<file path="config.mk">
export PLATFORM = sky130hd
export DESIGN_NAME = dagen_prep
export DESIGN_NICKNAME = d
export VERILOG_FILES = /design/src/sv/dagen_pkg.sv /design/src/sv/dagen_prep.sv
export SDC_FILE = /design/constraint.sdc
export NUM_CORES = 2
export LEC_CHECK = 0
export ABC_AREA = 1
export BUFFER_PORTS_ARGS = -buffer_cell sky130_fd_sc_hd__buf_2
export CELL_PAD_IN_SITES_DETAIL_PLACEMENT = 1
export CELL_PAD_IN_SITES_GLOBAL_PLACEMENT = 2
export CORE_UTILIZATION = 43
export DETAILED_ROUTE_END_ITERATION = 7
export GPL_ROUTABILITY_DRIVEN = 0
export PLACE_DENSITY = 0.84
export REMOVE_ABC_BUFFERS = 1
export SLEW_MARGIN = 5
export SYNTH_ARGS = -nofsm -noshare
export SYNTH_HDL_FRONTEND = slang
export SYNTH_SLANG_ARGS = --single-unit
</file>
<file path="constraint.sdc">
create_clock -name clock -period 9.1 [get_ports clock]
set_input_delay 2.275 -clock clock [delete_from_list [all_inputs] [get_ports clock]]
set_output_delay 2.275 -clock clock [all_outputs]
set_load 0.05 [all_outputs]
</file>
<file path="src/sv/dagen_pkg.sv">
// Shared types, widths and helpers for the anchor box generator.
`timescale 1ns / 1ps

package dagen_pkg;

   // Table geometry
   localparam int MAX_RATIOS = 4;
   localparam int MAX_SIZES  = 4;
   localparam int IDX_W      = 2;
   localparam int SLOT_W     = 2 * IDX_W;
   localparam int SLOTS      = MAX_RATIOS * MAX_SIZES;

   // Register and field widths
   localparam int STEP_PX_W = 11;
   localparam int OFF_W     = 9;
   localparam int CNT_W     = 3;
   localparam int ENTRY_W   = 16;
   localparam int TABLE_W   = 64;
   localparam int COORD_W   = 12;
   localparam int EDGE_W    = 28;
   localparam int CSR_IDX_W = 3;

   // Set-up arithmetic widths
   localparam int NUM_W    = 44;
   localparam int REM_W    = ENTRY_W + 1;
   localparam int SQ_N_W   = 40;
   localparam int ROOT_W   = 20;
   localparam int SQ_REM_W = ROOT_W + 2;
   localparam int BW_W     = 20;
   localparam int BH_W     = 24;
   localparam int STEP_W   = 6;

   // Box pipeline widths
   localparam int PROD_W  = COORD_W + STEP_PX_W;
   localparam int OPROD_W = OFF_W + STEP_PX_W - 1;
   localparam int A_W     = 32;
   localparam int C_W     = 50;
   localparam int K_W     = C_W - 4;
   localparam int T_W     = 18;

   localparam logic [STEP_PX_W-1:0] STRIDE_MAX = STEP_PX_W'(1024);
   localparam logic [OFF_W-1:0]     OFF_MAX    = OFF_W'(256);

   typedef enum logic [CSR_IDX_W-1:0] {
      CSR_STRIDE_X       = 3'd0,
      CSR_STRIDE_Y       = 3'd1,
      CSR_CENTER_OFFSET  = 3'd2,
      CSR_RATIO_COUNT    = 3'd3,
      CSR_SIZE_COUNT     = 3'd4,
      CSR_RATIO_TABLE    = 3'd5,
      CSR_SIZE_TABLE     = 3'd6,
      CSR_VARIANCE_TABLE = 3'd7
   } csr_index_type;

   typedef enum logic [3:0] {
      PREP_AREA,
      PREP_DIV_AREA,
      PREP_ROOT_LOAD,
      PREP_ROOT,
      PREP_WIDTH,
      PREP_HEIGHT,
      PREP_X_LOAD,
      PREP_X_DIV,
      PREP_X_SAVE,
      PREP_Y_LOAD,
      PREP_Y_DIV,
      PREP_Y_SAVE,
      PREP_DONE
   } prep_state_type;

   typedef struct packed {
      logic [COORD_W-1:0] cell_column;
      logic [COORD_W-1:0] cell_row;
   } req_type;

   typedef struct packed {
      logic signed [EDGE_W-1:0] box_x_min;
      logic signed [EDGE_W-1:0] box_y_min;
      logic signed [EDGE_W-1:0] box_x_max;
      logic signed [EDGE_W-1:0] box_y_max;
      logic [ENTRY_W-1:0]       variance_0;
      logic [ENTRY_W-1:0]       variance_1;
      logic [ENTRY_W-1:0]       variance_2;
      logic [ENTRY_W-1:0]       variance_3;
      logic [IDX_W-1:0]         ratio_index;
      logic [IDX_W-1:0]         size_index;
      logic                     last_box;
   } rsp_type;

   // Clamped configuration as seen by the datapath
   typedef struct packed {
      logic [STEP_PX_W-1:0] stride_x;
      logic [STEP_PX_W-1:0] stride_y;
      logic [OFF_W-1:0]     center_offset;
      logic [CNT_W-1:0]     ratio_count;
      logic [CNT_W-1:0]     size_count;
      logic [TABLE_W-1:0]   ratio_table;
      logic [TABLE_W-1:0]   size_table;
      logic [TABLE_W-1:0]   variance_table;
   } cfg_type;

   // Per ratio/size half-extent terms: 8*size*base = quot*stride + rem
   typedef struct packed {
      logic [NUM_W-1:0]     quot_x;
      logic [STEP_PX_W-1:0] rem_x;
      logic [NUM_W-1:0]     quot_y;
      logic [STEP_PX_W-1:0] rem_y;
   } slot_type;

   function automatic logic [ENTRY_W-1:0] entry16(input logic [TABLE_W-1:0] tbl,
                                                  input logic [IDX_W-1:0] idx);
      entry16 = tbl[idx*ENTRY_W +: ENTRY_W];
   endfunction

endpackage

</file>
<file path="src/sv/dagen_prep.sv">
// Set-up sequencer: base sizes per ratio and half-extent quotients per slot.
`timescale 1ns / 1ps

module dagen_prep (
   input  logic                          clock,
   input  logic                          reset,
   input  logic                          restart,
   input  dagen_pkg::cfg_type            cfg,
   input  logic [dagen_pkg::SLOT_W-1:0]  slot_addr,
   output dagen_pkg::slot_type           slot_data,
   output logic                          prep_ready
);
   import dagen_pkg::*;

   localparam logic [STEP_W-1:0] DIV_LAST  = STEP_W'(NUM_W - 1);
   localparam logic [STEP_W-1:0] ROOT_LAST = STEP_W'(ROOT_W - 1);

   prep_state_type state_ff, state_in;
   logic [IDX_W-1:0]    r_ff, r_in, s_ff, s_in;
   logic [STEP_W-1:0]   step_ff, step_in;
   logic [NUM_W-1:0]    num_ff, num_in;
   logic [ENTRY_W-1:0]  den_ff, den_in;
   logic [REM_W-1:0]    rem_ff, rem_in;
   logic [SQ_N_W-1:0]   sqn_ff, sqn_in;
   logic [ROOT_W-1:0]   root_ff, root_in;
   logic [SQ_REM_W-1:0] sqrem_ff, sqrem_in;
   logic [BW_W-1:0]     bw_ff, bw_in;
   logic [BH_W-1:0]     bh_ff, bh_in;

   logic [NUM_W-1:0]     qx_ff [SLOTS];
   logic [STEP_PX_W-1:0] rx_ff [SLOTS];
   logic [NUM_W-1:0]     qy_ff [SLOTS];
   logic [STEP_PX_W-1:0] ry_ff [SLOTS];

   logic [ENTRY_W-1:0]  ratio, size;
   logic [REM_W-1:0]    div_sh, div_rem;
   logic                div_ge;
   logic [SQ_REM_W-1:0] sq_sh, sq_trial;
   logic                sq_ge;
   logic [SLOT_W-1:0]   wr_slot;

   assign ratio   = (entry16(cfg.ratio_table, r_ff) == '0) ? ENTRY_W'(1) :
                    entry16(cfg.ratio_table, r_ff);
   assign size    = entry16(cfg.size_table, s_ff);
   assign wr_slot = {r_ff, s_ff};

   // One restoring division step
   assign div_sh  = {rem_ff[REM_W-2:0], num_ff[NUM_W-1]};
   assign div_ge  = (div_sh >= {1'b0, den_ff});
   assign div_rem = div_ge ? (div_sh - {1'b0, den_ff}) : div_sh;

   // One square root digit step
   assign sq_sh    = {sqrem_ff[SQ_REM_W-3:0], sqn_ff[SQ_N_W-1 -: 2]};
   assign sq_trial = {root_ff, 2'b01};
   assign sq_ge    = (sq_sh >= sq_trial);

   // Next state
   always_comb begin
      state_in = state_ff;
      case (state_ff)
         PREP_AREA:      state_in = PREP_DIV_AREA;
         PREP_DIV_AREA:  if (step_ff == DIV_LAST) state_in = PREP_ROOT_LOAD;
         PREP_ROOT_LOAD: state_in = PREP_ROOT;
         PREP_ROOT:      if (step_ff == ROOT_LAST) state_in = PREP_WIDTH;
         PREP_WIDTH:     state_in = PREP_HEIGHT;
         PREP_HEIGHT:    state_in = PREP_X_LOAD;
         PREP_X_LOAD:    state_in = PREP_X_DIV;
         PREP_X_DIV:     if (step_ff == DIV_LAST) state_in = PREP_X_SAVE;
         PREP_X_SAVE:    state_in = PREP_Y_LOAD;
         PREP_Y_LOAD:    state_in = PREP_Y_DIV;
         PREP_Y_DIV:     if (step_ff == DIV_LAST) state_in = PREP_Y_SAVE;
         PREP_Y_SAVE: begin
            if (s_ff != IDX_W'(MAX_SIZES - 1)) state_in = PREP_X_LOAD;
            else if (r_ff != IDX_W'(MAX_RATIOS - 1)) state_in = PREP_AREA;
            else state_in = PREP_DONE;
         end
         PREP_DONE:      state_in = PREP_DONE;
         default:        state_in = PREP_AREA;
      endcase
      if (restart) state_in = PREP_AREA;
   end

   // Outputs
   always_comb begin
      prep_ready = (state_ff == PREP_DONE);
   end

   // Datapath next values
   always_comb begin
      r_in     = r_ff;
      s_in     = s_ff;
      step_in  = step_ff + STEP_W'(1);
      num_in   = num_ff;
      den_in   = den_ff;
      rem_in   = rem_ff;
      sqn_in   = sqn_ff;
      root_in  = root_ff;
      sqrem_in = sqrem_ff;
      bw_in    = bw_ff;
      bh_in    = bh_ff;
      case (state_ff)
         PREP_AREA: begin
            num_in  = (NUM_W'(cfg.stride_x) * NUM_W'(cfg.stride_y)) << 14;
            den_in  = ratio;
            rem_in  = '0;
            step_in = '0;
         end
         PREP_DIV_AREA, PREP_X_DIV, PREP_Y_DIV: begin
            num_in = {num_ff[NUM_W-2:0], div_ge};
            rem_in = div_rem;
         end
         PREP_ROOT_LOAD: begin
            sqn_in   = num_ff[SQ_N_W-1:0];
            root_in  = '0;
            sqrem_in = '0;
            step_in  = '0;
         end
         PREP_ROOT: begin
            sqn_in   = {sqn_ff[SQ_N_W-3:0], 2'b00};
            sqrem_in = sq_ge ? (sq_sh - sq_trial) : sq_sh;
            root_in  = {root_ff[ROOT_W-2:0], sq_ge};
         end
         PREP_WIDTH: bw_in = BW_W'(({1'b0, root_ff} + (ROOT_W + 1)'(1)) >> 1);
         PREP_HEIGHT: bh_in = BH_W'(((BW_W + ENTRY_W + 1)'(bw_ff) *
                                     (BW_W + ENTRY_W + 1)'(ratio) +
                                     (BW_W + ENTRY_W + 1)'(2048)) >> 12);
         PREP_X_LOAD: begin
            num_in  = (NUM_W'(size) * NUM_W'(bw_ff)) << 3;
            den_in  = ENTRY_W'(cfg.stride_x);
            rem_in  = '0;
            step_in = '0;
         end
         PREP_Y_LOAD: begin
            num_in  = (NUM_W'(size) * NUM_W'(bh_ff)) << 3;
            den_in  = ENTRY_W'(cfg.stride_y);
            rem_in  = '0;
            step_in = '0;
         end
         PREP_Y_SAVE: begin
            s_in = s_ff + IDX_W'(1);
            if (s_ff == IDX_W'(MAX_SIZES - 1)) r_in = r_ff + IDX_W'(1);
         end
         default: ;
      endcase
      if (restart) begin
         r_in = '0;
         s_in = '0;
      end
   end

   // Control registers
   always_ff @(posedge clock) begin
      if (reset) begin
         state_ff <= PREP_AREA;
         r_ff     <= '0;
         s_ff     <= '0;
         step_ff  <= '0;
      end else begin
         state_ff <= state_in;
         r_ff     <= r_in;
         s_ff     <= s_in;
         step_ff  <= step_in;
      end
   end

   // Arithmetic registers
   always_ff @(posedge clock) begin
      num_ff   <= num_in;
      den_ff   <= den_in;
      rem_ff   <= rem_in;
      sqn_ff   <= sqn_in;
      root_ff  <= root_in;
      sqrem_ff <= sqrem_in;
      bw_ff    <= bw_in;
      bh_ff    <= bh_in;
   end

   // Store quotient and remainder per slot
   always_ff @(posedge clock) begin
      if (state_ff == PREP_X_SAVE) begin
         qx_ff[wr_slot] <= num_ff;
         rx_ff[wr_slot] <= rem_ff[STEP_PX_W-1:0];
      end
      if (state_ff == PREP_Y_SAVE) begin
         qy_ff[wr_slot] <= num_ff;
         ry_ff[wr_slot] <= rem_ff[STEP_PX_W-1:0];
      end
   end

   assign slot_data.quot_x = qx_ff[slot_addr];
   assign slot_data.rem_x  = rx_ff[slot_addr];
   assign slot_data.quot_y = qy_ff[slot_addr];
   assign slot_data.rem_y  = ry_ff[slot_addr];

endmodule

</file>
==> results.toml <==
[clocking]
cts-root-buf = "clkbuf_16"
cts_tree = "yes"
cts_hold_buf = 0
clk_latency_ns = 0.90
cts.sinks = 1974
htreeDepth = 4
cts.reportedPaths.clkPinSlew_ns = 0.06
cts_buffers = 198
postCtsSetupBuffers = 0
cts-resized-gates = 0
cts_max_path_buffers = 3

[critical_path]
cp.required_ns = 9.67
end_kind = "flop"
crit_fanout = 13
path_class = "in2reg"
cp_data_arrival_time_ns = 8.87
start_kind = "input port"

[drt]
wirelength_microns = 395000
drt-vias-per-instance = 5.65
ant_nets = 0
drt_iter0_drc = 7060
firstDrtPassIters = 5
vias = 84169
wire_per_inst_microns = 26.5
route.detailed.drc = 0

[sta]
relSlewSlack_pct = 5.72
slew_viol_final = 0
fin_hold_ws_ns = 0.480
min_period_over_period_pct = 91.3
finalSetupViolCount = 0
rsz0062_at_grt = "false"
period_needed_ns = 8.31
fmax_ghz = 0.120
tightest_slew_ns = 1.41
skew_ns = 0.0783
hold_viol = 0

[job]
maxCapViolCount = 0

[place]
dp_hpwl_microns = 263000
place.port_buffers = 267
post_dp_cell_area_sq_um = 125000
post-place-cells = 14530

[synth]
synth_ff_type = "edfxtp_1"
synth-edff-count = 1960
synthDistinctLibCells = 59
avgSynthCellArea_sq_um = 10.9
synth-async-reset-ratio_pct = 0
yosys.area.top_type_share_pct = 49.6
netlist_area_sq_um = 119000
yosysWarningCount = 0
postSynthRegisterBits = 1974
syn_inst = 10841
synth_seq_area_share_pct = 49.8
synth.area.top_cells = "edfxtp_1 50%, fa_1 15%, inv_1 5.8%, nand2_1 4.8%, ha_1 4.7%"
yosysTopAreaCell = "edfxtp_1"

[final_layout]
nFillCells = 29335
fin_cells = 14907
fin_area_sq_um = 132000
regArea_sq_um = 59100
nNetsFinal = 12617
drive_gt1_share_pct = 8.40
layout_commonest_cell = "edfxtp_1"
area_growth_pct = 11.3
multiInputGateArea_sq_um = 50600
layout_common_cells = "1960 x edfxtp_1, 1830 x inv_1, 1529 x nand2_1"

[floorplan]
coreArea_sq_um = 274000
die_x_microns = 527
pin_count = 347
num_rows = 192
dieHeight_microns = 527
die_area_sq_um = 278000
start_util_pct = 43.3

[global_route]
grt_pass1_wl_microns = 584000
grt_max_degree = 173
grt_pass1_vias = 91530
track_usage_pct = 28.3
grt_overflow = 0
antenna_found_initial = 17

[min_path]
hold_class = "reg2reg"

[pwr]
ir_worst_vdd_mv = 0.225
powerDensity_nw_per_um2 = 256
p_total_w = 0.0338
leakage_nw = 55.0

[status]
status = "completed"
worst paths after layout:
check | slack (ns) | startpoint | cells past startpoint | end
worst min register to register | 0.48 | step_ff[0] | 1 | step_ff[0]
worst min-delay path | 0.48 | step_ff[0] | 1 | step_ff[0]
worst max-delay path | 0.79 | cfg[83] | 28 | num_ff[31]
worst max register to register | 1.06 | s_ff[1] | 27 | num_ff[31]
final cells by class:
| class | count | area share [%] |
|---|---|---|
| antenna | 3 | 0.00569 |
| clock buffer | 240 | 3.88 |
| clock inverter | 131 | 1.14 |
| inverter | 1864 | 5.32 |
| multi-input combinational | 6453 | 38.3 |
| sequential | 1974 | 44.8 |
| tap | 3686 | 3.49 |
| timing repair buffer | 556 | 3.05 |
power by group:
part / internal (W) / switching (W) / total (W) / leakage, nW
combinational: 0.00474 / 0.00949 / 0.0142 / 33.7
sequential: 0.0108 / 0.000437 / 0.0113 / 18.1
clock: 0.00463 / 0.00369 / 0.00833 / 3.21
total: 0.0202 / 0.0136 / 0.0338 / 55.0
synthesized netlist by cell type (all sizes together), types with 8 or more instances:
| library cell | number |
|---|---|
| nor2 | 662 |
| mux2i | 440 |
| dfxtp | 14 |
| edfxtp | 1960 |
| clkinv | 26 |
| o21ai | 690 |
| nand4 | 32 |
| nor3 | 53 |
| xor2 | 60 |
| a31oi | 23 |
| nand2 | 1545 |
| fa | 887 |
| o21a | 8 |
| xnor2 | 28 |
| a22oi | 13 |
| buf | 104 |
| a21o | 14 |
| a21oi | 698 |
| nor4 | 8 |
| nand3 | 310 |
| clkbuf | 446 |
| o21bai | 18 |
| o211ai | 453 |
| inv | 1838 |
| or2 | 14 |
| o221ai | 8 |
| ha | 447 |
worst max-delay path, stage by stage:
cell and delay [ns]:
buf_2 0.08, nand2_1 0.06, nand3_1 0.11, nand2_1 0.21, inv_2 0.41, buf_4 0.30, nand2_1 0.10, fa_1 0.50
inv_1 0.06, fa_1 0.56, inv_1 0.07, fa_1 0.52, inv_1 0.06, fa_1 0.44, fa_1 0.53, inv_1 0.06
fa_1 0.54, inv_1 0.07, ha_1 0.38, a21oi_1 0.30, o21ai_0 0.18, a21oi_1 0.17, nand3_1 0.16, nand2_1 0.10
o211ai_1 0.13, or2_2 0.32, nand3_1 0.08, a31oi_1 0.08
stage by stage:
step	TNS, ns	util, %	setup slack [ns]
floorplan	-353.09	-	-3.24
detailed placement	0	45.7	0.0586
global placement	0	45.7	0.239
finish	0	48.2	0.794
global route	0	48.2	0.559
CTS	0	48.1	0.951
per-layer routing:
layer,wire length (microns),share of wire (%),GRT usage (%),vias up
li1,-,-,-,36642
met1,157000,40,34.9,43848
met2,199000,50,50.1,2910
met3,21600,5.5,3.10,763
met4,18300,4.6,12.0,6
met5,37,0.0094,0,-
logic make-up (layout without fill, tap and decap cells):
kind of cell	after synthesis	in the layout	share of synthesized area (%)
simple gates	2634	2634	8.95
other cells	0	3	0
mux	440	440	3.71
flops	1974	1974	49.8
fa+ha+maj	1334	1334	19.7
xor+xnor	88	88	0.649
buf+inv	2414	2791	7.71
compound gates	1957	1957	9.47
state kept, by name (all words and copies together) (netlist names), 24 cells and up:
register,cells
qx_ff,704
qy_ff,704
rx_ff,176
ry_ff,176
num_ff,44
sqn_ff,40
bh_ff,24
(Power assumes the default switching activity.)
