<file path="config.mk">
export PLATFORM = sky130hd
export DESIGN_NAME = dagen_csr
export DESIGN_NICKNAME = d
export VERILOG_FILES = /design/src/sv/dagen_pkg.sv /design/src/sv/dagen_csr.sv
export SDC_FILE = /design/constraint.sdc
export NUM_CORES = 1
export LEC_CHECK = 0
export BUFFER_PORTS_ARGS = -buffer_cell sky130_fd_sc_hd__buf_2
export CORE_MARGIN = 2
export CORE_UTILIZATION = 46
export CTS_BUF_LIST = sky130_fd_sc_hd__clkbuf_8
export DETAILED_ROUTE_END_ITERATION = 7
export PLACE_DENSITY_LB_ADDON = 0.25
export RECOVER_POWER = 50
export SYNTH_ARGS = -nofsm -noshare
export SYNTH_HDL_FRONTEND = slang
export SYNTH_SLANG_ARGS = --single-unit
export TNS_END_PERCENT = 10
</file>
<file path="constraint.sdc">
create_clock -name clock -period 1.12 [get_ports clock]
set_clock_uncertainty 0.1 [all_clocks]
set_input_delay 0.112 -clock clock [delete_from_list [all_inputs] [get_ports clock]]
set_output_delay 0.112 -clock clock [all_outputs]
set_load 0.1 [all_outputs]
</file>
<file path="src/sv/dagen_pkg.sv">
// Shared types, widths and helpers for the anchor box generator.
`timescale 1ns / 1ps

package dagen_pkg;

   // Table geometry
   localparam int MAX_RATIOS = 4;
   localparam int MAX_SIZES  = 4;
   localparam int IDX_W      = 2;
   localparam int SLOT_W     = 2 * IDX_W;
   localparam int SLOTS      = MAX_RATIOS * MAX_SIZES;

   // Register and field widths
   localparam int STEP_PX_W = 11;
   localparam int OFF_W     = 9;
   localparam int CNT_W     = 3;
   localparam int ENTRY_W   = 16;
   localparam int TABLE_W   = 64;
   localparam int COORD_W   = 12;
   localparam int EDGE_W    = 28;
   localparam int CSR_IDX_W = 3;

   // Set-up arithmetic widths
   localparam int NUM_W    = 44;
   localparam int REM_W    = ENTRY_W + 1;
   localparam int SQ_N_W   = 40;
   localparam int ROOT_W   = 20;
   localparam int SQ_REM_W = ROOT_W + 2;
   localparam int BW_W     = 20;
   localparam int BH_W     = 24;
   localparam int STEP_W   = 6;

   // Box pipeline widths
   localparam int PROD_W  = COORD_W + STEP_PX_W;
   localparam int OPROD_W = OFF_W + STEP_PX_W - 1;
   localparam int A_W     = 32;
   localparam int C_W     = 50;
   localparam int K_W     = C_W - 4;
   localparam int T_W     = 18;

   localparam logic [STEP_PX_W-1:0] STRIDE_MAX = STEP_PX_W'(1024);
   localparam logic [OFF_W-1:0]     OFF_MAX    = OFF_W'(256);

   typedef enum logic [CSR_IDX_W-1:0] {
      CSR_STRIDE_X       = 3'd0,
      CSR_STRIDE_Y       = 3'd1,
      CSR_CENTER_OFFSET  = 3'd2,
      CSR_RATIO_COUNT    = 3'd3,
      CSR_SIZE_COUNT     = 3'd4,
      CSR_RATIO_TABLE    = 3'd5,
      CSR_SIZE_TABLE     = 3'd6,
      CSR_VARIANCE_TABLE = 3'd7
   } csr_index_type;

   typedef enum logic [3:0] {
      PREP_AREA,
      PREP_DIV_AREA,
      PREP_ROOT_LOAD,
      PREP_ROOT,
      PREP_WIDTH,
      PREP_HEIGHT,
      PREP_X_LOAD,
      PREP_X_DIV,
      PREP_X_SAVE,
      PREP_Y_LOAD,
      PREP_Y_DIV,
      PREP_Y_SAVE,
      PREP_DONE
   } prep_state_type;

   typedef struct packed {
      logic [COORD_W-1:0] cell_column;
      logic [COORD_W-1:0] cell_row;
   } req_type;

   typedef struct packed {
      logic signed [EDGE_W-1:0] box_x_min;
      logic signed [EDGE_W-1:0] box_y_min;
      logic signed [EDGE_W-1:0] box_x_max;
      logic signed [EDGE_W-1:0] box_y_max;
      logic [ENTRY_W-1:0]       variance_0;
      logic [ENTRY_W-1:0]       variance_1;
      logic [ENTRY_W-1:0]       variance_2;
      logic [ENTRY_W-1:0]       variance_3;
      logic [IDX_W-1:0]         ratio_index;
      logic [IDX_W-1:0]         size_index;
      logic                     last_box;
   } rsp_type;

   // Clamped configuration as seen by the datapath
   typedef struct packed {
      logic [STEP_PX_W-1:0] stride_x;
      logic [STEP_PX_W-1:0] stride_y;
      logic [OFF_W-1:0]     center_offset;
      logic [CNT_W-1:0]     ratio_count;
      logic [CNT_W-1:0]     size_count;
      logic [TABLE_W-1:0]   ratio_table;
      logic [TABLE_W-1:0]   size_table;
      logic [TABLE_W-1:0]   variance_table;
   } cfg_type;

   // Per ratio/size half-extent terms: 8*size*base = quot*stride + rem
   typedef struct packed {
      logic [NUM_W-1:0]     quot_x;
      logic [STEP_PX_W-1:0] rem_x;
      logic [NUM_W-1:0]     quot_y;
      logic [STEP_PX_W-1:0] rem_y;
   } slot_type;

   function automatic logic [ENTRY_W-1:0] entry16(input logic [TABLE_W-1:0] tbl,
                                                  input logic [IDX_W-1:0] idx);
      entry16 = tbl[idx*ENTRY_W +: ENTRY_W];
   endfunction

endpackage

</file>
<file path="src/sv/dagen_csr.sv">
// Configuration registers and their range clamps.
`timescale 1ns / 1ps

module dagen_csr (
   input  logic                           clock,
   input  logic                           reset,
   input  logic                           csr_write_enable,
   input  logic [dagen_pkg::CSR_IDX_W-1:0] csr_index,
   input  logic [dagen_pkg::TABLE_W-1:0]  csr_wdata,
   output dagen_pkg::cfg_type             cfg
);
   import dagen_pkg::*;

   logic [STEP_PX_W-1:0] stride_x_ff, stride_y_ff;
   logic [OFF_W-1:0]     offset_ff;
   logic [CNT_W-1:0]     ratio_count_ff, size_count_ff;
   logic [TABLE_W-1:0]   ratio_table_ff, size_table_ff, variance_table_ff;

   // Write the addressed register
   always_ff @(posedge clock) begin
      if (reset) begin
         stride_x_ff       <= STEP_PX_W'(16);
         stride_y_ff       <= STEP_PX_W'(16);
         offset_ff         <= OFF_W'(128);
         ratio_count_ff    <= CNT_W'(1);
         size_count_ff     <= CNT_W'(1);
         ratio_table_ff    <= TABLE_W'(4096);
         size_table_ff     <= TABLE_W'(64);
         variance_table_ff <= '0;
      end else if (csr_write_enable) begin
         case (csr_index)
            CSR_STRIDE_X:       stride_x_ff       <= csr_wdata[STEP_PX_W-1:0];
            CSR_STRIDE_Y:       stride_y_ff       <= csr_wdata[STEP_PX_W-1:0];
            CSR_CENTER_OFFSET:  offset_ff         <= csr_wdata[OFF_W-1:0];
            CSR_RATIO_COUNT:    ratio_count_ff    <= csr_wdata[CNT_W-1:0];
            CSR_SIZE_COUNT:     size_count_ff     <= csr_wdata[CNT_W-1:0];
            CSR_RATIO_TABLE:    ratio_table_ff    <= csr_wdata;
            CSR_SIZE_TABLE:     size_table_ff     <= csr_wdata;
            CSR_VARIANCE_TABLE: variance_table_ff <= csr_wdata;
            default: ;
         endcase
      end
   end

   // Clamp strides, offset and counts into their legal ranges
   always_comb begin
      cfg.stride_x = (stride_x_ff == '0) ? STEP_PX_W'(1) :
                     (stride_x_ff > STRIDE_MAX) ? STRIDE_MAX : stride_x_ff;
      cfg.stride_y = (stride_y_ff == '0) ? STEP_PX_W'(1) :
                     (stride_y_ff > STRIDE_MAX) ? STRIDE_MAX : stride_y_ff;
      cfg.center_offset = (offset_ff > OFF_MAX) ? OFF_MAX : offset_ff;
      cfg.ratio_count = (ratio_count_ff == '0) ? CNT_W'(1) :
                        (ratio_count_ff > CNT_W'(MAX_RATIOS)) ? CNT_W'(MAX_RATIOS) :
                        ratio_count_ff;
      cfg.size_count  = (size_count_ff == '0) ? CNT_W'(1) :
                        (size_count_ff > CNT_W'(MAX_SIZES)) ? CNT_W'(MAX_SIZES) :
                        size_count_ff;
      cfg.ratio_table    = ratio_table_ff;
      cfg.size_table     = size_table_ff;
      cfg.variance_table = variance_table_ff;
   end

endmodule

</file>
==> results of run 1 <==
## through the flow
stage | hold WS [ns] | TNS [ns] | std cells
floorplan | 0.130 | -48.11 | 1042
global placement | 0.269 | -39.97 | 1535
detailed placement | 0.278 | -48.96 | 1535
CTS | 0.0602 | -45.76 | 1666
global route | 0.124 | -57.15 | 1673
finish | 0.105 | -50.73 | 1673
## path summary, 6_finish.rpt
check	startpoint	endpoint	slack, ns
max	stride_x_ff[6]	cfg[218]	-0.86
min	csr_index[2]	stride_x_ff[2]	0.11
max reg2reg	stride_x_ff[8]	stride_x_ff[8]	-0.14
min reg2reg	ratio_count_ff[0]	ratio_count_ff[0]	0.37
## kinds of logic (layout without fill, tap and decap cells)
logic type,after synthesis,count (layout)
compound gates,217,217
buf+inv,88,487
flops,229,229
mux,12,12
other cells,0,3
simple gates,496,496
## worst reg2reg max path, stage by stage, from the launching register on
cell,delay [ns]
dfxtp_2,0.41
buf_6,0.12
buf_4,0.10
nand2_1,0.09
a21oi_1,0.31
## layout by cell type, fill, tap and decap left out, drive strengths merged, types with 2 or more instances in the layout
master / count
clkbuf: 52
dlygate4sd3: 65
nand3b: 4
dfxtp: 229
and4bb: 2
nand2: 428
buf: 349
nand4b: 3
nor4: 2
nor2b: 29
nor2: 18
a211o: 3
diode: 3
mux2i: 12
and4b: 2
inv: 17
nor3: 2
clkinv: 3
a21oi: 212
a31oi: 2
## state kept, by name (all words and copies together), names as in the netlist
register	flops
ratio_table_ff	64
size_table_ff	64
variance_table_ff	64
stride_x_ff	11
stride_y_ff	11
offset_ff	9
ratio_count_ff	3
size_count_ff	3
## cell type report
class	count	area share, %
sequential	229	31.3
timing repair buffer	421	39.6
clock inverter	18	0.477
clock buffer	45	3.94
tap	229	1.82
inverter	3	0.0716
multi-input combinational	725	22.8
antenna	3	0.0477
## report_power, final
part,switching (mW),internal (mW),total (mW)
combinational,2.22,1.22,3.44
sequential,0.211,8.30,8.51
clock,3.57,3.62,7.19
## layer usage
layer / up-vias / global-route usage [%] / wire length, um
met4: 0 / 24.7 / 3300
met5: - / 0 / 0
met1: 4723 / 38.8 / 13200
li1: 4114 / - / -
met2: 742 / 65.6 / 19800
met3: 261 / 10.5 / 3930
## repair_timing
action | CTS | global route
gates resized for setup | 213 | 37
endpoints found under the hold margin | 229 | 0
pin swaps | 6 | 5
endpoints found under the setup margin | 229 | 231
hold buffers | 65 | 0
cloned | 1 | 0
buffers inserted | 2 | 4
==> qor.txt, run 1 <==
STATUS
---------------------------------------------------------------------------------
Result of the run                                                    finished, violations left
Violated checks                                                      setup timing

CLOCK NETWORK
---------------------------------------------------------------------------------
Cell chosen for the clock root                                           clkbuf_8
Clock buffer depth                                                              3
Count of clock tree sinks                                                     229
H-tree depth reported by CTS                                                    2
Source-to-sink clock delay at the later pin of the worst-skew pair        0.55 ns
TritonCTS clock tree                                                        built
Clock-pin transition on the worst setup and hold timing paths             0.08 ns
Clock buffer count from CTS                                                    37

CRITICAL PATH
---------------------------------------------------------------------------------
Cell count along the critical path                                              4
Required @ worst endpoint                                                 0.91 ns
Crit path capture type                                               primary output
Crit-path slowest cell                                                     nor4_4
Path depth of the worst reg2reg path                                            4
Top fanout value on the critical path                                           2
Series of cell instances along the critical path                     nor4_4 > a31oi_4 > nor2_4 > buf_12
Peak per-stage delay on the critical path                                 0.39 ns
CP Data Arrival Time                                                      1.76 ns
Crit Path Category                                                   flip-flop to primary output
Critical path buffer and inverter count                                         1
Largest delay share family, worst path                               simple AND/OR/NAND/NOR gates
Worst setup SP type                                                     flip-flop

ROUTE
---------------------------------------------------------------------------------
DRT antenna net count                                                           0
Routed via count                                                             9840
Initial DRC Count                                                             959
Number of DRC violations after detailed routing                                 0
Post-Route WL                                                             40.2 mm
Wire per inst                                                             24.1 um
Vias per inst                                                                5.88
Number of iterations in the first detailed-routing pass                         6

FLOORPLAN
---------------------------------------------------------------------------------
Die Outline Area                                                       0.0191 mm2
Die W                                                                      138 um
Chip height                                                                138 um
Placement Rows                                                                 49
Area of the core region                                                0.0178 mm2
IO Pins                                                                       299
Starting Density                                                            46.6%

GLOBAL ROUTE
---------------------------------------------------------------------------------
Maximum number of pins on one net before global-route repair                   66
Global-route congestion overflow total                                          0
Antenna violations before repair                                                3
Number of global-route vias before repair                                   10200
GRT Overall Usage                                                           37.3%
Global-route wire length before repair                                    56.7 mm

STA
---------------------------------------------------------------------------------
Final Max Slew Viols                                                            0
Final worst path period need                                              1.98 ns
Number of failing setup endpoints in the final timing report                  270
Peak Freq                                                                 506 MHz
Final hold violation count                                                      0
Worst-case headroom to the max-slew limit                                   53.1%
Smallest setup slack after layout                                       -0.857 ns
Final period utilization                                                     176%
RSZ-0062 raised after global routing                                          yes
Transition time of the tightest slew-check pin                           0.703 ns

SYNTHESIS
---------------------------------------------------------------------------------
Mapped Avg Cell Area                                                     7.94 um2
Fraction of synthesized area in multiplexers                                1.45%
Number of warnings printed during yosys synthesis                               0
Post-Synth Simple-Gate Area                                                 24.7%
Main combinational cell family by area after synthesis               simple AND/OR/NAND/NOR gates
Cell variety after synth                                                       24
Post-synth net total                                                         1112
Syn Std Cell Area                                                     0.00828 mm2
Count of state elements after synthesis                                       229
Synth cell count leaders                                             nand2_1, dfxtp_1, a21oi_1
Sequential element share of the synthesized area                            55.4%
Synth top area share                                                        55.4%
Most used standard cell by instance count after synthesis                 nand2_1
Post-synth EDFFs                                                                0
Post-synthesis share of cell area spent on xor and xnor gates                  0%
Post-synthesis cell type with the largest combined area                   dfxtp_1
Post-synthesis cell count                                                    1042
Most common flop cell mapped by yosys                                     dfxtp_1
Fraction of the mapped netlist area in compound gates                       13.3%
Share of synthesized flip-flops with an asynchronous set or reset              0%
Synth top area cells                                                 dfxtp_1, nand2_1, a21oi_1
Adder and majority gate portion of the synthesized area                        0%

POWER AND IR DROP
---------------------------------------------------------------------------------
IR drop worst, VDD                                                      0.00123 V
Tot Pwr                                                                   19.1 mW
Pwr dens                                                              1220 mW/mm2
Static leakage                                                            5.99 nW

PLACE
---------------------------------------------------------------------------------
IO Port Bufs                                                                  298
Post-DP HPWL                                                              19.8 mm
Gpl congestion                                                              0.844
DP Area                                                                0.0139 mm2
Worst slack at placement                                                -0.293 ns

WORST HOLD PATH
---------------------------------------------------------------------------------
Number of instances on the worst hold path                                      5
Hold WC Path Type                                                    input pin to flip-flop

CELLS AND AREA
---------------------------------------------------------------------------------
Area of the multi-input gates                                         0.00358 mm2
End-of-flow core utilization                                                88.5%
Cell area after layout                                                 0.0157 mm2
Number of nets in the final layout                                           1487
Storage cell area                                                     0.00492 mm2
Fill cell instance count of the final layout                                  688
Ratio of cells with drive above 1 in the final layout                       45.8%
Area added between synthesis and finish                                     90.1%

JOB
---------------------------------------------------------------------------------
Max-cap violation count                                                         0

Power figures use the tool's default switching activity.
==> inputs of run 2 (changes only) <==
--- a/config.mk
+++ b/config.mk
@@ -7,7 +7,7 @@
 export LEC_CHECK = 0
 export BUFFER_PORTS_ARGS = -buffer_cell sky130_fd_sc_hd__buf_2
 export CORE_MARGIN = 2
-export CORE_UTILIZATION = 46
+export CORE_UTILIZATION = 55
 export CTS_BUF_LIST = sky130_fd_sc_hd__clkbuf_8
 export DETAILED_ROUTE_END_ITERATION = 7
 export PLACE_DENSITY_LB_ADDON = 0.25
==> constraint.sdc (replaced) <==
create_clock -name clock -period 2.5 [get_ports clock]
set_clock_uncertainty 0.1 [all_clocks]
set_input_delay 0.375 -clock clock [delete_from_list [all_inputs] [get_ports clock]]
set_output_delay 0.375 -clock clock [all_outputs]
set_load 0.1 [all_outputs]
==> run 2 against run 1 <==
Net effect: the flow now finishes without violations; via count shrank 17%; critical path depth grew 1; cell count shrank 9.3%; clock power shrank 60%; die area shrank 16%.
==> qor.txt, run 2 (synthesis results as in run 1) <==
STATUS
---------------------------------------------------------------------------------
Result of the run                                                    complete, no violations

CELLS AND AREA
---------------------------------------------------------------------------------
Number of nets in the final layout                                           1385
Ratio of cells with drive above 1 in the final layout                       27.2%
Area added between synthesis and finish                                     26.0%
Registers with the highest flip-flop counts                          ratio_table_ff (64), size_table_ff (64), variance_table_ff (64)
Top library cells by usage in the layout, fill and taps aside        nand2_1, buf_2, dfxtp_1, a21oi_1, clkbuf_8
End-of-flow core utilization                                                71.2%
Antenna diode count                                                             0
Most common cell after layout, fill and taps aside                        nand2_1
Fill cell instance count of the final layout                                 1251

CRITICAL PATH
---------------------------------------------------------------------------------
Worst setup slack for register-to-register paths                          1.50 ns
Crit Path Category                                                   input pin to flip-flop
CP Data Arrival Time                                                      2.65 ns
Crit path capture type                                                  flip-flop
Required @ worst endpoint                                                 2.82 ns
Worst setup SP type                                                     input pin
Endpoint of the most critical register-to-register path              stride_y_ff[10]
Path depth of the worst reg2reg path                                            2
Series of cell instances along the critical path                     clkbuf_1 > and4b_1 > clkbuf_2 > nand2_1 > a21oi_1
FF-to-FF Start                                                       stride_y_ff[10]
Top fanout value on the critical path                                          54
Peak per-stage delay on the critical path                                 1.03 ns
Crit-path slowest cell                                                   clkbuf_2
Worst setup path start                                               csr_index[0]

GLOBAL ROUTE
---------------------------------------------------------------------------------
Global-route wire length before repair                                    38.5 mm
GRT Overall Usage                                                           29.8%
Maximum number of pins on one net before global-route repair                   81
Number of global-route vias before repair                                    7566
Global-route congestion overflow total                                          0
Antenna violations before repair                                                0

WORST HOLD PATH
---------------------------------------------------------------------------------
Sink of the worst hold path                                          ratio_table_ff[18]
Startpoint of the most critical hold path                            csr_wdata[18]
Number of instances on the worst hold path                                      3
Hold WC Path Type                                                    input pin to flip-flop

PLACE
---------------------------------------------------------------------------------
IO Port Bufs                                                                  298
Worst slack at placement                                                 0.693 ns
Post-DP HPWL                                                              16.0 mm
Gpl congestion                                                              0.868

STA
---------------------------------------------------------------------------------
Final hold violation count                                                      0
Smallest setup slack after layout                                        0.167 ns
Transition time of the tightest slew-check pin                            1.46 ns
Worst-case headroom to the max-slew limit                                   2.64%
Final period utilization                                                    93.3%
Peak Freq                                                                 429 MHz
Final worst path period need                                              2.33 ns
Number of failing setup endpoints in the final timing report                    0
Final Max Slew Viols                                                            0
Final total negative setup slack                                             0 ns
RSZ-0062 raised after global routing                                           no

CLOCK NETWORK
---------------------------------------------------------------------------------
TritonCTS clock tree                                                        built
Clock buffer count from CTS                                                    36
Count of clock tree sinks                                                     229
Clock-pin transition on the worst setup and hold timing paths             0.06 ns
Number of buffers inserted to repair setup after CTS                            0
Source-to-sink clock delay at the later pin of the worst-skew pair        0.52 ns
Cell chosen for the clock root                                           clkbuf_8
H-tree depth reported by CTS                                                    2
Clock buffer depth                                                              3

ROUTE
---------------------------------------------------------------------------------
Initial DRC Count                                                             492
Number of DRC violations after detailed routing                                 0
Wire per inst                                                             16.4 um
Post-Route WL                                                             24.9 mm
DRT antenna net count                                                           0
Number of iterations in the first detailed-routing pass                         5
Routed via count                                                             8146
Vias per inst                                                                5.37

FLOORPLAN
---------------------------------------------------------------------------------
Area of the core region                                                0.0146 mm2
Placement Rows                                                                 44
Die Outline Area                                                       0.0160 mm2
Chip height                                                                127 um
Die W                                                                      127 um
IO Pins                                                                       299
Starting Density                                                            56.5%

POWER AND IR DROP
---------------------------------------------------------------------------------
Pwr dens                                                               740 mW/mm2
Static leakage                                                            4.61 nW
IR drop worst, VDD                                                     0.000577 V

JOB
---------------------------------------------------------------------------------
Max-cap violation count                                                         0

-- run 2: metrics by stage --
step | power (mW) | hold WS [ns] | instance area [um2] | cells
2_1_floorplan | 4.66 | 0.335 | 8280 | 1042
3_3_place_gp | 4.90 | 0.338 | 9790 | 1454
3_5_place_dp | 4.91 | 0.343 | 9790 | 1454
4_1_cts | 7.77 | 0.000853 | 10500 | 1517
5_1_grt | 7.99 | 0.00234 | 10400 | 1517
6_report | 7.72 | 0.0167 | 10400 | 1517
-- run 2: area by class of cell --
| type | instances | area [um2] | share of cell area, % |
|---|---|---|---|
| clock buffer | 42 | 578 | 5.54 |
| clock inverter | 14 | 63.8 | 0.612 |
| inverter | 3 | 11.3 | 0.108 |
| multi-input combinational | 725 | 3270 | 31.4 |
| sequential | 229 | 4580 | 44.0 |
| tap | 184 | 230 | 2.21 |
| timing repair buffer | 320 | 1690 | 16.2 |
-- run 2: critical path: cells and delay by family --
kind	cells	cell delay (ns)
AOI/OAI and AO/OA	1	0.20
buffers and inverters	2	1.26
and+or+nand+nor	2	0.78
-- run 2: how the worst max path moves through the flow --
stage	to	slack, ns	cells past startpoint
CTS	cfg[207]	0.19	4
global route	size_table_ff[41]	0.05	5
global placement	cfg[207]	0.72	4
detailed placement	variance_table_ff[5]	0.69	5
finish	size_table_ff[41]	0.17	5
floorplan	cfg[207]	0.11	3
-- run 2: what timing repair did --
| action | in CTS | in global routing |
|---|---|---|
| endpoints found under the hold margin | 9 | 0 |
| hold buffers | 7 | 0 |
| resized for setup | 0 | 0 |
-- run 2: metal layers --
layer,up-vias,GRT usage [%],wire (um),part of all wire [%]
li1,3897,-,-,-
met1,3808,37.8,10100,41
met2,386,49.7,11900,48
met3,55,5.99,2070,8.3
met4,0,13.1,758,3.0
met5,-,0,0,0
-- run 2: power by group --
group          leakage, nW  internal (mW)  switching (mW)
sequential            1.85           3.73          0.0444
combinational         2.39          0.180           0.881
clock                0.362           1.51            1.37
