**config.mk**
```make
export PLATFORM = sky130hd
export DESIGN_NAME = dagen_box
export DESIGN_NICKNAME = d
export VERILOG_FILES = /design/src/sv/dagen_pkg.sv /design/src/sv/dagen_box.sv
export SDC_FILE = /design/constraint.sdc
export NUM_CORES = 2
export LEC_CHECK = 0
export BUFFER_PORTS_ARGS = -buffer_cell sky130_fd_sc_hd__buf_4
export CORE_MARGIN = 4
export CORE_UTILIZATION = 25
export DETAILED_ROUTE_END_ITERATION = 8
export GPL_TIMING_DRIVEN = 0
export PLACE_DENSITY = 0.38
export SYNTH_ARGS = -nofsm -noshare
export SYNTH_HDL_FRONTEND = slang
export SYNTH_SLANG_ARGS = --single-unit
```
**constraint.sdc**
```tcl
create_clock -name clock -period 28 [get_ports clock]
set_input_delay 1.4 -clock clock [delete_from_list [all_inputs] [get_ports clock]]
set_output_delay 1.4 -clock clock [all_outputs]
set_load 0.05 [all_outputs]
```
**src/sv/dagen_pkg.sv**
```systemverilog
// Shared types, widths and helpers for the anchor box generator.
`timescale 1ns / 1ps

package dagen_pkg;

   // Table geometry
   localparam int MAX_RATIOS = 4;
   localparam int MAX_SIZES  = 4;
   localparam int IDX_W      = 2;
   localparam int SLOT_W     = 2 * IDX_W;
   localparam int SLOTS      = MAX_RATIOS * MAX_SIZES;

   // Register and field widths
   localparam int STEP_PX_W = 11;
   localparam int OFF_W     = 9;
   localparam int CNT_W     = 3;
   localparam int ENTRY_W   = 16;
   localparam int TABLE_W   = 64;
   localparam int COORD_W   = 12;
   localparam int EDGE_W    = 28;
   localparam int CSR_IDX_W = 3;

   // Set-up arithmetic widths
   localparam int NUM_W    = 44;
   localparam int REM_W    = ENTRY_W + 1;
   localparam int SQ_N_W   = 40;
   localparam int ROOT_W   = 20;
   localparam int SQ_REM_W = ROOT_W + 2;
   localparam int BW_W     = 20;
   localparam int BH_W     = 24;
   localparam int STEP_W   = 6;

   // Box pipeline widths
   localparam int PROD_W  = COORD_W + STEP_PX_W;
   localparam int OPROD_W = OFF_W + STEP_PX_W - 1;
   localparam int A_W     = 32;
   localparam int C_W     = 50;
   localparam int K_W     = C_W - 4;
   localparam int T_W     = 18;

   localparam logic [STEP_PX_W-1:0] STRIDE_MAX = STEP_PX_W'(1024);
   localparam logic [OFF_W-1:0]     OFF_MAX    = OFF_W'(256);

   typedef enum logic [CSR_IDX_W-1:0] {
      CSR_STRIDE_X       = 3'd0,
      CSR_STRIDE_Y       = 3'd1,
      CSR_CENTER_OFFSET  = 3'd2,
      CSR_RATIO_COUNT    = 3'd3,
      CSR_SIZE_COUNT     = 3'd4,
      CSR_RATIO_TABLE    = 3'd5,
      CSR_SIZE_TABLE     = 3'd6,
      CSR_VARIANCE_TABLE = 3'd7
   } csr_index_type;

   typedef enum logic [3:0] {
      PREP_AREA,
      PREP_DIV_AREA,
      PREP_ROOT_LOAD,
      PREP_ROOT,
      PREP_WIDTH,
      PREP_HEIGHT,
      PREP_X_LOAD,
      PREP_X_DIV,
      PREP_X_SAVE,
      PREP_Y_LOAD,
      PREP_Y_DIV,
      PREP_Y_SAVE,
      PREP_DONE
   } prep_state_type;

   typedef struct packed {
      logic [COORD_W-1:0] cell_column;
      logic [COORD_W-1:0] cell_row;
   } req_type;

   typedef struct packed {
      logic signed [EDGE_W-1:0] box_x_min;
      logic signed [EDGE_W-1:0] box_y_min;
      logic signed [EDGE_W-1:0] box_x_max;
      logic signed [EDGE_W-1:0] box_y_max;
      logic [ENTRY_W-1:0]       variance_0;
      logic [ENTRY_W-1:0]       variance_1;
      logic [ENTRY_W-1:0]       variance_2;
      logic [ENTRY_W-1:0]       variance_3;
      logic [IDX_W-1:0]         ratio_index;
      logic [IDX_W-1:0]         size_index;
      logic                     last_box;
   } rsp_type;

   // Clamped configuration as seen by the datapath
   typedef struct packed {
      logic [STEP_PX_W-1:0] stride_x;
      logic [STEP_PX_W-1:0] stride_y;
      logic [OFF_W-1:0]     center_offset;
      logic [CNT_W-1:0]     ratio_count;
      logic [CNT_W-1:0]     size_count;
      logic [TABLE_W-1:0]   ratio_table;
      logic [TABLE_W-1:0]   size_table;
      logic [TABLE_W-1:0]   variance_table;
   } cfg_type;

   // Per ratio/size half-extent terms: 8*size*base = quot*stride + rem
   typedef struct packed {
      logic [NUM_W-1:0]     quot_x;
      logic [STEP_PX_W-1:0] rem_x;
      logic [NUM_W-1:0]     quot_y;
      logic [STEP_PX_W-1:0] rem_y;
   } slot_type;

   function automatic logic [ENTRY_W-1:0] entry16(input logic [TABLE_W-1:0] tbl,
                                                  input logic [IDX_W-1:0] idx);
      entry16 = tbl[idx*ENTRY_W +: ENTRY_W];
   endfunction

endpackage

```
**src/sv/dagen_box.sv**
```systemverilog
// Four-stage box pipeline: centre products, edge numerators, residues, rounding.
`timescale 1ns / 1ps

module dagen_box (
   input  logic                          clock,
   input  logic                          reset,
   input  dagen_pkg::cfg_type            cfg,
   input  logic                          in_valid,
   input  dagen_pkg::req_type            in_cell,
   input  logic [dagen_pkg::IDX_W-1:0]   in_ratio_idx,
   input  logic [dagen_pkg::IDX_W-1:0]   in_size_idx,
   input  logic                          in_last,
   output logic [dagen_pkg::SLOT_W-1:0]  slot_addr,
   input  dagen_pkg::slot_type           slot_data,
   output logic                          advance,
   output logic                          rsp_valid,
   input  logic                          rsp_ready,
   output dagen_pkg::rsp_type            rsp_data
);
   import dagen_pkg::*;

   localparam logic signed [K_W+1:0] EDGE_HI = (K_W + 2)'(134217727);
   localparam logic signed [K_W+1:0] EDGE_LO = -(K_W + 2)'(134217728);
   localparam logic signed [C_W-1:0] HALF_PX = C_W'(128);

   // Round k + t/d half away from zero, then saturate
   function automatic logic signed [EDGE_W-1:0] edge_finish(
      input logic signed [K_W-1:0] k,
      input logic signed [T_W-1:0] t,
      input logic signed [T_W-1:0] d);
      logic signed [T_W-1:0] u;
      logic signed [K_W:0]   kj;
      logic signed [K_W+1:0] q;
      logic                  up;
      if (t < 0) begin
         u  = t + d;
         kj = (K_W + 1)'(k) - (K_W + 1)'(1);
      end else if (t >= d) begin
         u  = t - d;
         kj = (K_W + 1)'(k) + (K_W + 1)'(1);
      end else begin
         u  = t;
         kj = (K_W + 1)'(k);
      end
      up = (kj < 0) ? ((u <<< 1) > d) : ((u <<< 1) >= d);
      q  = (K_W + 2)'(kj) + (K_W + 2)'({1'b0, up});
      if (q > EDGE_HI) edge_finish = EDGE_HI[EDGE_W-1:0];
      else if (q < EDGE_LO) edge_finish = EDGE_LO[EDGE_W-1:0];
      else edge_finish = q[EDGE_W-1:0];
   endfunction

   logic vld1_ff, vld2_ff, vld3_ff, vld4_ff;
   logic [IDX_W-1:0] r1_ff, s1_ff, r2_ff, s2_ff, r3_ff, s3_ff;
   logic last1_ff, last2_ff, last3_ff;

   logic [PROD_W-1:0]    pcx1_ff, pcy1_ff;
   logic [OPROD_W-1:0]   ocx1_ff, ocy1_ff;
   logic [NUM_W-1:0]     qx1_ff, qy1_ff;
   logic [STEP_PX_W-1:0] rx1_ff, ry1_ff, rx2_ff, ry2_ff;

   logic signed [C_W-1:0] cminx2_ff, cmaxx2_ff, cminy2_ff, cmaxy2_ff;
   logic signed [C_W-1:0] cminx_in, cmaxx_in, cminy_in, cmaxy_in;
   logic [A_W-1:0]        ax, ay;
   logic signed [C_W-1:0] qx16, qy16;

   logic signed [K_W-1:0] kminx3_ff, kmaxx3_ff, kminy3_ff, kmaxy3_ff;
   logic signed [T_W-1:0] tminx3_ff, tmaxx3_ff, tminy3_ff, tmaxy3_ff;
   logic signed [T_W-1:0] tminx_in, tmaxx_in, tminy_in, tmaxy_in;
   logic signed [T_W-1:0] dx, dy;

   rsp_type rsp_ff, rsp_in;

   // Move the whole pipe whenever the output slot is free or being taken
   assign advance   = !vld4_ff || rsp_ready;
   assign slot_addr = {in_ratio_idx, in_size_idx};
   assign rsp_valid = vld4_ff;
   assign rsp_data  = rsp_ff;

   // Valid bits
   always_ff @(posedge clock) begin
      if (reset) begin
         vld1_ff <= 1'b0;
         vld2_ff <= 1'b0;
         vld3_ff <= 1'b0;
         vld4_ff <= 1'b0;
      end else if (advance) begin
         vld1_ff <= in_valid;
         vld2_ff <= vld1_ff;
         vld3_ff <= vld2_ff;
         vld4_ff <= vld3_ff;
      end
   end

   // Stage 1: centre products and slot terms
   always_ff @(posedge clock) begin
      if (advance) begin
         pcx1_ff  <= in_cell.cell_column * cfg.stride_x;
         pcy1_ff  <= in_cell.cell_row * cfg.stride_y;
         ocx1_ff  <= cfg.center_offset * (cfg.stride_x - STEP_PX_W'(1));
         ocy1_ff  <= cfg.center_offset * (cfg.stride_y - STEP_PX_W'(1));
         qx1_ff   <= slot_data.quot_x;
         rx1_ff   <= slot_data.rem_x;
         qy1_ff   <= slot_data.quot_y;
         ry1_ff   <= slot_data.rem_y;
         r1_ff    <= in_ratio_idx;
         s1_ff    <= in_size_idx;
         last1_ff <= in_last;
      end
   end

   // Stage 2: edge numerators over sixteenths of a pixel times stride
   always_comb begin
      ax   = A_W'({pcx1_ff, 8'b0}) + A_W'(ocx1_ff);
      ay   = A_W'({pcy1_ff, 8'b0}) + A_W'(ocy1_ff);
      qx16 = signed'(C_W'({qx1_ff, 4'b0}));
      qy16 = signed'(C_W'({qy1_ff, 4'b0}));
      cminx_in = signed'(C_W'(ax)) + HALF_PX - qx16;
      cmaxx_in = signed'(C_W'(ax)) - HALF_PX + qx16;
      cminy_in = signed'(C_W'(ay)) + HALF_PX - qy16;
      cmaxy_in = signed'(C_W'(ay)) - HALF_PX + qy16;
   end

   always_ff @(posedge clock) begin
      if (advance) begin
         cminx2_ff <= cminx_in;
         cmaxx2_ff <= cmaxx_in;
         cminy2_ff <= cminy_in;
         cmaxy2_ff <= cmaxy_in;
         rx2_ff    <= rx1_ff;
         ry2_ff    <= ry1_ff;
         r2_ff     <= r1_ff;
         s2_ff     <= s1_ff;
         last2_ff  <= last1_ff;
      end
   end

   // Stage 3: split into whole sixteenths and a residue over the divisor
   always_comb begin
      tminx_in = signed'(T_W'(cfg.stride_x) * T_W'(cminx2_ff[3:0])) -
                 signed'(T_W'({rx2_ff, 4'b0}));
      tmaxx_in = signed'(T_W'(cfg.stride_x) * T_W'(cmaxx2_ff[3:0])) +
                 signed'(T_W'({rx2_ff, 4'b0}));
      tminy_in = signed'(T_W'(cfg.stride_y) * T_W'(cminy2_ff[3:0])) -
                 signed'(T_W'({ry2_ff, 4'b0}));
      tmaxy_in = signed'(T_W'(cfg.stride_y) * T_W'(cmaxy2_ff[3:0])) +
                 signed'(T_W'({ry2_ff, 4'b0}));
   end

   always_ff @(posedge clock) begin
      if (advance) begin
         kminx3_ff <= K_W'(cminx2_ff >>> 4);
         kmaxx3_ff <= K_W'(cmaxx2_ff >>> 4);
         kminy3_ff <= K_W'(cminy2_ff >>> 4);
         kmaxy3_ff <= K_W'(cmaxy2_ff >>> 4);
         tminx3_ff <= tminx_in;
         tmaxx3_ff <= tmaxx_in;
         tminy3_ff <= tminy_in;
         tmaxy3_ff <= tmaxy_in;
         r3_ff     <= r2_ff;
         s3_ff     <= s2_ff;
         last3_ff  <= last2_ff;
      end
   end

   // Stage 4: round, saturate and assemble the result
   always_comb begin
      dx = signed'(T_W'({cfg.stride_x, 4'b0}));
      dy = signed'(T_W'({cfg.stride_y, 4'b0}));
      rsp_in.box_x_min   = edge_finish(kminx3_ff, tminx3_ff, dx);
      rsp_in.box_y_min   = edge_finish(kminy3_ff, tminy3_ff, dy);
      rsp_in.box_x_max   = edge_finish(kmaxx3_ff, tmaxx3_ff, dx);
      rsp_in.box_y_max   = edge_finish(kmaxy3_ff, tmaxy3_ff, dy);
      rsp_in.variance_0  = entry16(cfg.variance_table, IDX_W'(0));
      rsp_in.variance_1  = entry16(cfg.variance_table, IDX_W'(1));
      rsp_in.variance_2  = entry16(cfg.variance_table, IDX_W'(2));
      rsp_in.variance_3  = entry16(cfg.variance_table, IDX_W'(3));
      rsp_in.ratio_index = r3_ff;
      rsp_in.size_index  = s3_ff;
      rsp_in.last_box    = last3_ff;
   end

   always_ff @(posedge clock) begin
      if (advance) rsp_ff <= rsp_in;
   end

endmodule
```
==> flow_results.org <==
** Worst setup path
- CP max FO :: 10
- Slowest cell on the critical path :: sky130_fd_sc_hd__a31oi_1
- CP Class :: in -> reg
- The startpoint identified for the worst register-to-register timing path is tmaxy3_ff[12]$_DFFE_PP_.
- Critical register-to-register path endpoint :: rsp_data[91]$_SDFFCE_PN1P_
- Data arrives at the worst endpoint at between 10000 and 15000 ps.
- Delay of the slowest critical-path stage :: just under 900 ps
- Total buffers and inverters traversed by the critical path :: 8
- Crit path capture type :: flip-flop
- The worst setup path is launched from an input pin.
- The number of cells on the worst reg-to-reg path is 35.
- Data on the critical path is required at its endpoint by 28400 ps.
- Kind of cell with the highest combined delay on the critical path :: buffers and inverters
- The setup check on the worst reg-to-reg path leaves a slack of between 15000 and 20000 ps.

** STA
- Dividing the final minimum period by the clock period gives 0.472.
- Setup violations remaining at the end of the flow were counted as 0.
- Highest Clock Rate :: 75.6 MHz
- The number of endpoints with negative hold slack in the final report was 0.
- Setup slack closes at about 15000 ps.
- Max-slew violation count :: 0
- Tmin final :: about 13000 ps
- Worst slew margin relative to its limit :: 0.0397
- Across the routed clock network, the largest skew measured is between 40 and 50 ps.
- Unrepaired setup endpoints after global routing :: false
- For the pin with the worst max-slew slack, the measured transition is roughly 1400 ps.

** Global routing
- Entering global routing, the biggest net connects 66 pins.
- Total Routing Usage GR :: 0.161
- Global-route congestion overflow total :: 0
- The first global-routing pass estimated 381000 um of wire.
- Via count of the first global-routing pass :: between 50000 and 60000
- Antenna violations before repair :: 24

** Routing
- Met1 layer wirelength in the final routing :: approximately 130000 um
- Average wire per cell in the routed design :: ~21 um
- Total number of vias :: 59151
- Antenna viol nets, final :: 0
- Detailed Route Iter0 Violations :: slightly above 4000
- Wire length on met3 :: roughly 14000 um
- Number of remaining DRC errors :: 0
- Vias per inst :: 4.80
- Sum of met2 wire segment lengths after detailed routing :: about 110000 um
- Summed over all layers, the routed wires come to 256000 um.
- Highest signal layer in the routed design :: met5
- Number of detailed-routing iterations run before antenna repair :: 6

** Cells and area
- Filler Cells Inserted :: 31709
- The multi-input combinational cells in the finished layout cover a total of roughly 46000 um2.
- Summing all non-filler instances in the final layout gives an area of roughly 88000 um2.
- Number of nets at the end of the flow :: 9758
- Synth-to-layout area growth :: 16.1%
- Total area of sequential cells :: between 20000 and 30000 um2
- Measured on the finished design, the core utilization comes to 0.292.
- Of the cells placed in the final design, the portion with a size suffix greater than 1 is 0.0898.

** Min path
- Class of the worst hold path :: reg -> reg
- The worst hold path passes through 0 cells.
- The startpoint identified for the worst hold timing path is cminx2_ff[35]$_DFFE_PP_.
- End point of the most critical hold path :: kminx3_ff[31]$_DFFE_PP_

** Run status
- The run finished with clean final reports.

** Clock network
- CTS hold repair buffers :: 0
- Gates resized during post-CTS repair numbered 0.
- Number of clock buffers inserted by TritonCTS :: about 110
- Clock-pin slew was measured on the worst setup and hold paths at 60 ps.
- The tree built by TritonCTS fans out to 852 sinks.
- In this run the clock root is driven by a sky130_fd_sc_hd__clkbuf_16.
- The H-tree was split into 3 levels.
- Maximum clock insertion buffer count :: 3
- The later pin in the worst-skew pair is clocked with a latency of ~740 ps.
- Post-CTS Repair Setup Buffers :: 0
- TritonCTS clock tree :: built

** Placed design
- The congestion estimate from routability-driven global placement came to 0.903.
- After legalization and detailed placement, the total HPWL measured 210000 um.
- Setup Slack @ Placement :: between 10000 and 15000 ps
- Cell Area, Placed :: 84200 um2
- IO buf count :: approximately 420

** Logic synthesis
- Share of synthesized area occupied by flip-flops and latches :: 0.338
- Top cell type's share of synthesized area :: 0.337
- Top FF cell, synth :: sky130_fd_sc_hd__edfxtp_1
- In this run, distinct cell masters in the synthesized netlist total 104.
- In the post-synthesis netlist, the biggest area contributors are sky130_fd_sc_hd__edfxtp_1, sky130_fd_sc_hd__fa_1, sky130_fd_sc_hd__ha_1.
- Cell type contributing the most total cell area after synthesis :: sky130_fd_sc_hd__edfxtp_1
- After synthesis the cells add up to between 70000 and 80000 um2.
- In this run, synthesis inferred roughly 850 flip-flops with an integrated enable.
- After synthesis, the share of flip-flops with an asynchronous set or reset is 0.
- For this run, the number of Yosys warnings is 0.
- In this run, synthesis produced a sequential element count of 852.
- Averaged over all synthesized cells, the footprint is around 10 um2.
- Synthesized instance count :: a little under 8000
- When the netlist entered floorplanning its net count stood at 9202.

** Pwr
- Cell leakage power :: ~0.036 uW
- Post-route total power :: roughly 10000 uW
- Worst voltage drop across the vdd grid :: ~0.073 mV
- Dividing total power by cell area gives a power density of about 110 nW/um2.

** Job
- Max-cap violations in this run came to 0.

** Floorplan
- 559 I/O pins were placed.
- The die is ~560 um wide.
- Die Ht :: around 560 um
- Die Area :: between 300000 and 400000 um2
- Site row count :: roughly 200
- Core Region :: around 300000 um2
- The initial utilization of the core area, before any placement, comes to 0.252.
==> area by class of cell <==
cell class	instances	area share
flip-flops and latches	852	0.291
diodes	14	0.000399
clock buffers	125	0.0313
well taps	3958	0.0564
plain buffers	258	0.0118
inverters	814	0.0348
repair buffers	448	0.0417
clock inverters	73	0.00868
multi-input cells	5790	0.524
==> cells by family (layout without fill, tap and decap cells) <==
| family | Yosys count | in the layout | synth area share |
|---|---|---|---|
| buffers and inverters | 1072 | 1718 | 0.0541 |
| flip-flops | 852 | 852 | 0.338 |
| adder cells (fa/ha/maj) | 1116 | 1116 | 0.231 |
| AO/OA/AOI/OAI | 1360 | 1360 | 0.118 |
| XOR/XNOR | 690 | 690 | 0.0800 |
| multiplexers | 19 | 19 | 0.00258 |
| AND/OR/NAND/NOR | 2605 | 2605 | 0.176 |
| other | 0 | 14 | 0 |
==> cell usage after synthesis (14+ instances only) <==
library cell	number
sky130_fd_sc_hd__o21ai_0	265
sky130_fd_sc_hd__a21o_1	87
sky130_fd_sc_hd__clkbuf_1	216
sky130_fd_sc_hd__or3_1	70
sky130_fd_sc_hd__nor2b_1	106
sky130_fd_sc_hd__fa_1	464
sky130_fd_sc_hd__buf_1	14
sky130_fd_sc_hd__nand2_1	745
sky130_fd_sc_hd__xor2_1	226
sky130_fd_sc_hd__nand3b_1	22
sky130_fd_sc_hd__or4_1	21
sky130_fd_sc_hd__nand2b_1	74
sky130_fd_sc_hd__o21bai_1	71
sky130_fd_sc_hd__o22ai_1	32
sky130_fd_sc_hd__a41oi_1	14
sky130_fd_sc_hd__nand3_1	192
sky130_fd_sc_hd__and2_1	276
sky130_fd_sc_hd__or2_2	33
sky130_fd_sc_hd__inv_1	814
sky130_fd_sc_hd__ha_1	652
sky130_fd_sc_hd__buf_2	17
sky130_fd_sc_hd__a21boi_0	17
sky130_fd_sc_hd__and3_1	67
sky130_fd_sc_hd__o31a_1	17
sky130_fd_sc_hd__nor2_1	430
sky130_fd_sc_hd__nor3_1	215
sky130_fd_sc_hd__nor4_1	118
sky130_fd_sc_hd__o211ai_1	34
sky130_fd_sc_hd__o21ai_1	47
sky130_fd_sc_hd__xnor2_1	464
sky130_fd_sc_hd__nand4b_1	17
sky130_fd_sc_hd__mux2i_1	15
sky130_fd_sc_hd__o21a_1	79
sky130_fd_sc_hd__a211oi_1	52
sky130_fd_sc_hd__o31ai_1	26
sky130_fd_sc_hd__nor4b_1	15
sky130_fd_sc_hd__and4_1	26
sky130_fd_sc_hd__edfxtp_1	848
sky130_fd_sc_hd__a21oi_1	341
sky130_fd_sc_hd__a31oi_1	68
sky130_fd_sc_hd__nor3b_1	18
sky130_fd_sc_hd__o41ai_1	17
sky130_fd_sc_hd__nand4_1	108
==> layout by cell type (no fill, tap or decap), types with 18 or more instances in the layout <==
cell,Yosys,final
sky130_fd_sc_hd__nor4_1,118,117
sky130_fd_sc_hd__nand2_1,745,745
sky130_fd_sc_hd__ha_1,652,652
sky130_fd_sc_hd__o211ai_1,34,34
sky130_fd_sc_hd__o21ai_1,47,47
sky130_fd_sc_hd__xnor2_1,464,463
sky130_fd_sc_hd__o21a_1,79,79
sky130_fd_sc_hd__o22ai_1,32,32
sky130_fd_sc_hd__a21o_1,87,87
sky130_fd_sc_hd__fa_1,464,464
sky130_fd_sc_hd__buf_4,7,434
sky130_fd_sc_hd__nand3b_1,22,22
sky130_fd_sc_hd__and3_1,67,67
sky130_fd_sc_hd__buf_2,17,19
sky130_fd_sc_hd__inv_1,814,814
sky130_fd_sc_hd__and4_1,26,26
sky130_fd_sc_hd__or2_2,33,33
sky130_fd_sc_hd__o21ai_0,265,265
sky130_fd_sc_hd__or3_1,70,70
sky130_fd_sc_hd__o31ai_1,26,26
sky130_fd_sc_hd__nor3_1,215,212
sky130_fd_sc_hd__xor2_1,226,226
sky130_fd_sc_hd__a21oi_1,341,341
sky130_fd_sc_hd__a31oi_1,68,67
sky130_fd_sc_hd__clkbuf_16,0,107
sky130_fd_sc_hd__nand3_1,192,192
sky130_fd_sc_hd__edfxtp_1,848,848
sky130_fd_sc_hd__and2_1,276,276
sky130_fd_sc_hd__nand4_1,108,108
sky130_fd_sc_hd__nor3b_1,18,18
sky130_fd_sc_hd__nand2b_1,74,74
sky130_fd_sc_hd__clkinv_2,0,20
sky130_fd_sc_hd__clkbuf_1,216,233
sky130_fd_sc_hd__nor2b_1,106,106
sky130_fd_sc_hd__nor2_1,430,430
sky130_fd_sc_hd__o21bai_1,71,71
sky130_fd_sc_hd__or4_1,21,21
sky130_fd_sc_hd__a211oi_1,52,52
==> power breakdown <==
group / switching [uW] / internal [uW]
combinational: 3780 / 2440
clock: 589 / 813
sequential: 302 / 2050
==> metal layers <==
metal | up-vias | track usage
li1 | 28311 | -
met1 | 29137 | 0.236
met2 | 1472 | 0.246
met3 | 219 | 0.0264
met4 | 12 | 0.0332
met5 | - | 0
==> registers in the layout, indices dropped and copies added, names as in the netlist, 14 cells and up <==
name and count:
cmaxx2_ff 48, cmaxy2_ff 48, cminx2_ff 49, cminy2_ff 49
kmaxx3_ff 46, kmaxy3_ff 46, kminx3_ff 45, kminy3_ff 45
ocx1_ff 19, ocy1_ff 19, pcx1_ff 23, pcy1_ff 23
qx1_ff 44, qy1_ff 44, rsp_data 181, tmaxx3_ff 14
tmaxy3_ff 14, tminx3_ff 16, tminy3_ff 16
==> how the worst max path moves through the flow <==
stage	startpoint	endpoint	slack [ps]	cells past startpoint
finish	cfg[208]	rsp_data[91]$_SDFFCE_PN1P_	14770	38
CTS	cfg[208]	rsp_data[79]$_SDFFCE_PN1P_	14770	38
detailed placement	cfg[208]	rsp_data[79]$_SDFFCE_PN1P_	13970	38
global placement	rsp_ready	advance	-12630	4
floorplan	rsp_ready	rsp_valid$_SDFFE_PP0P_	1340	3
global route	cfg[208]	rsp_data[91]$_SDFFCE_PN1P_	13910	38
==> stage by stage <==
stage,cells,hold slack (ps),TNS [ps]
finish,12332,403,0
global route,12319,414,0
CTS,12316,401,0
detailed placement,12118,405,0
global placement,12096,400,-8387360
floorplan,7714,400,0
Power figures use the tool's default switching activity.
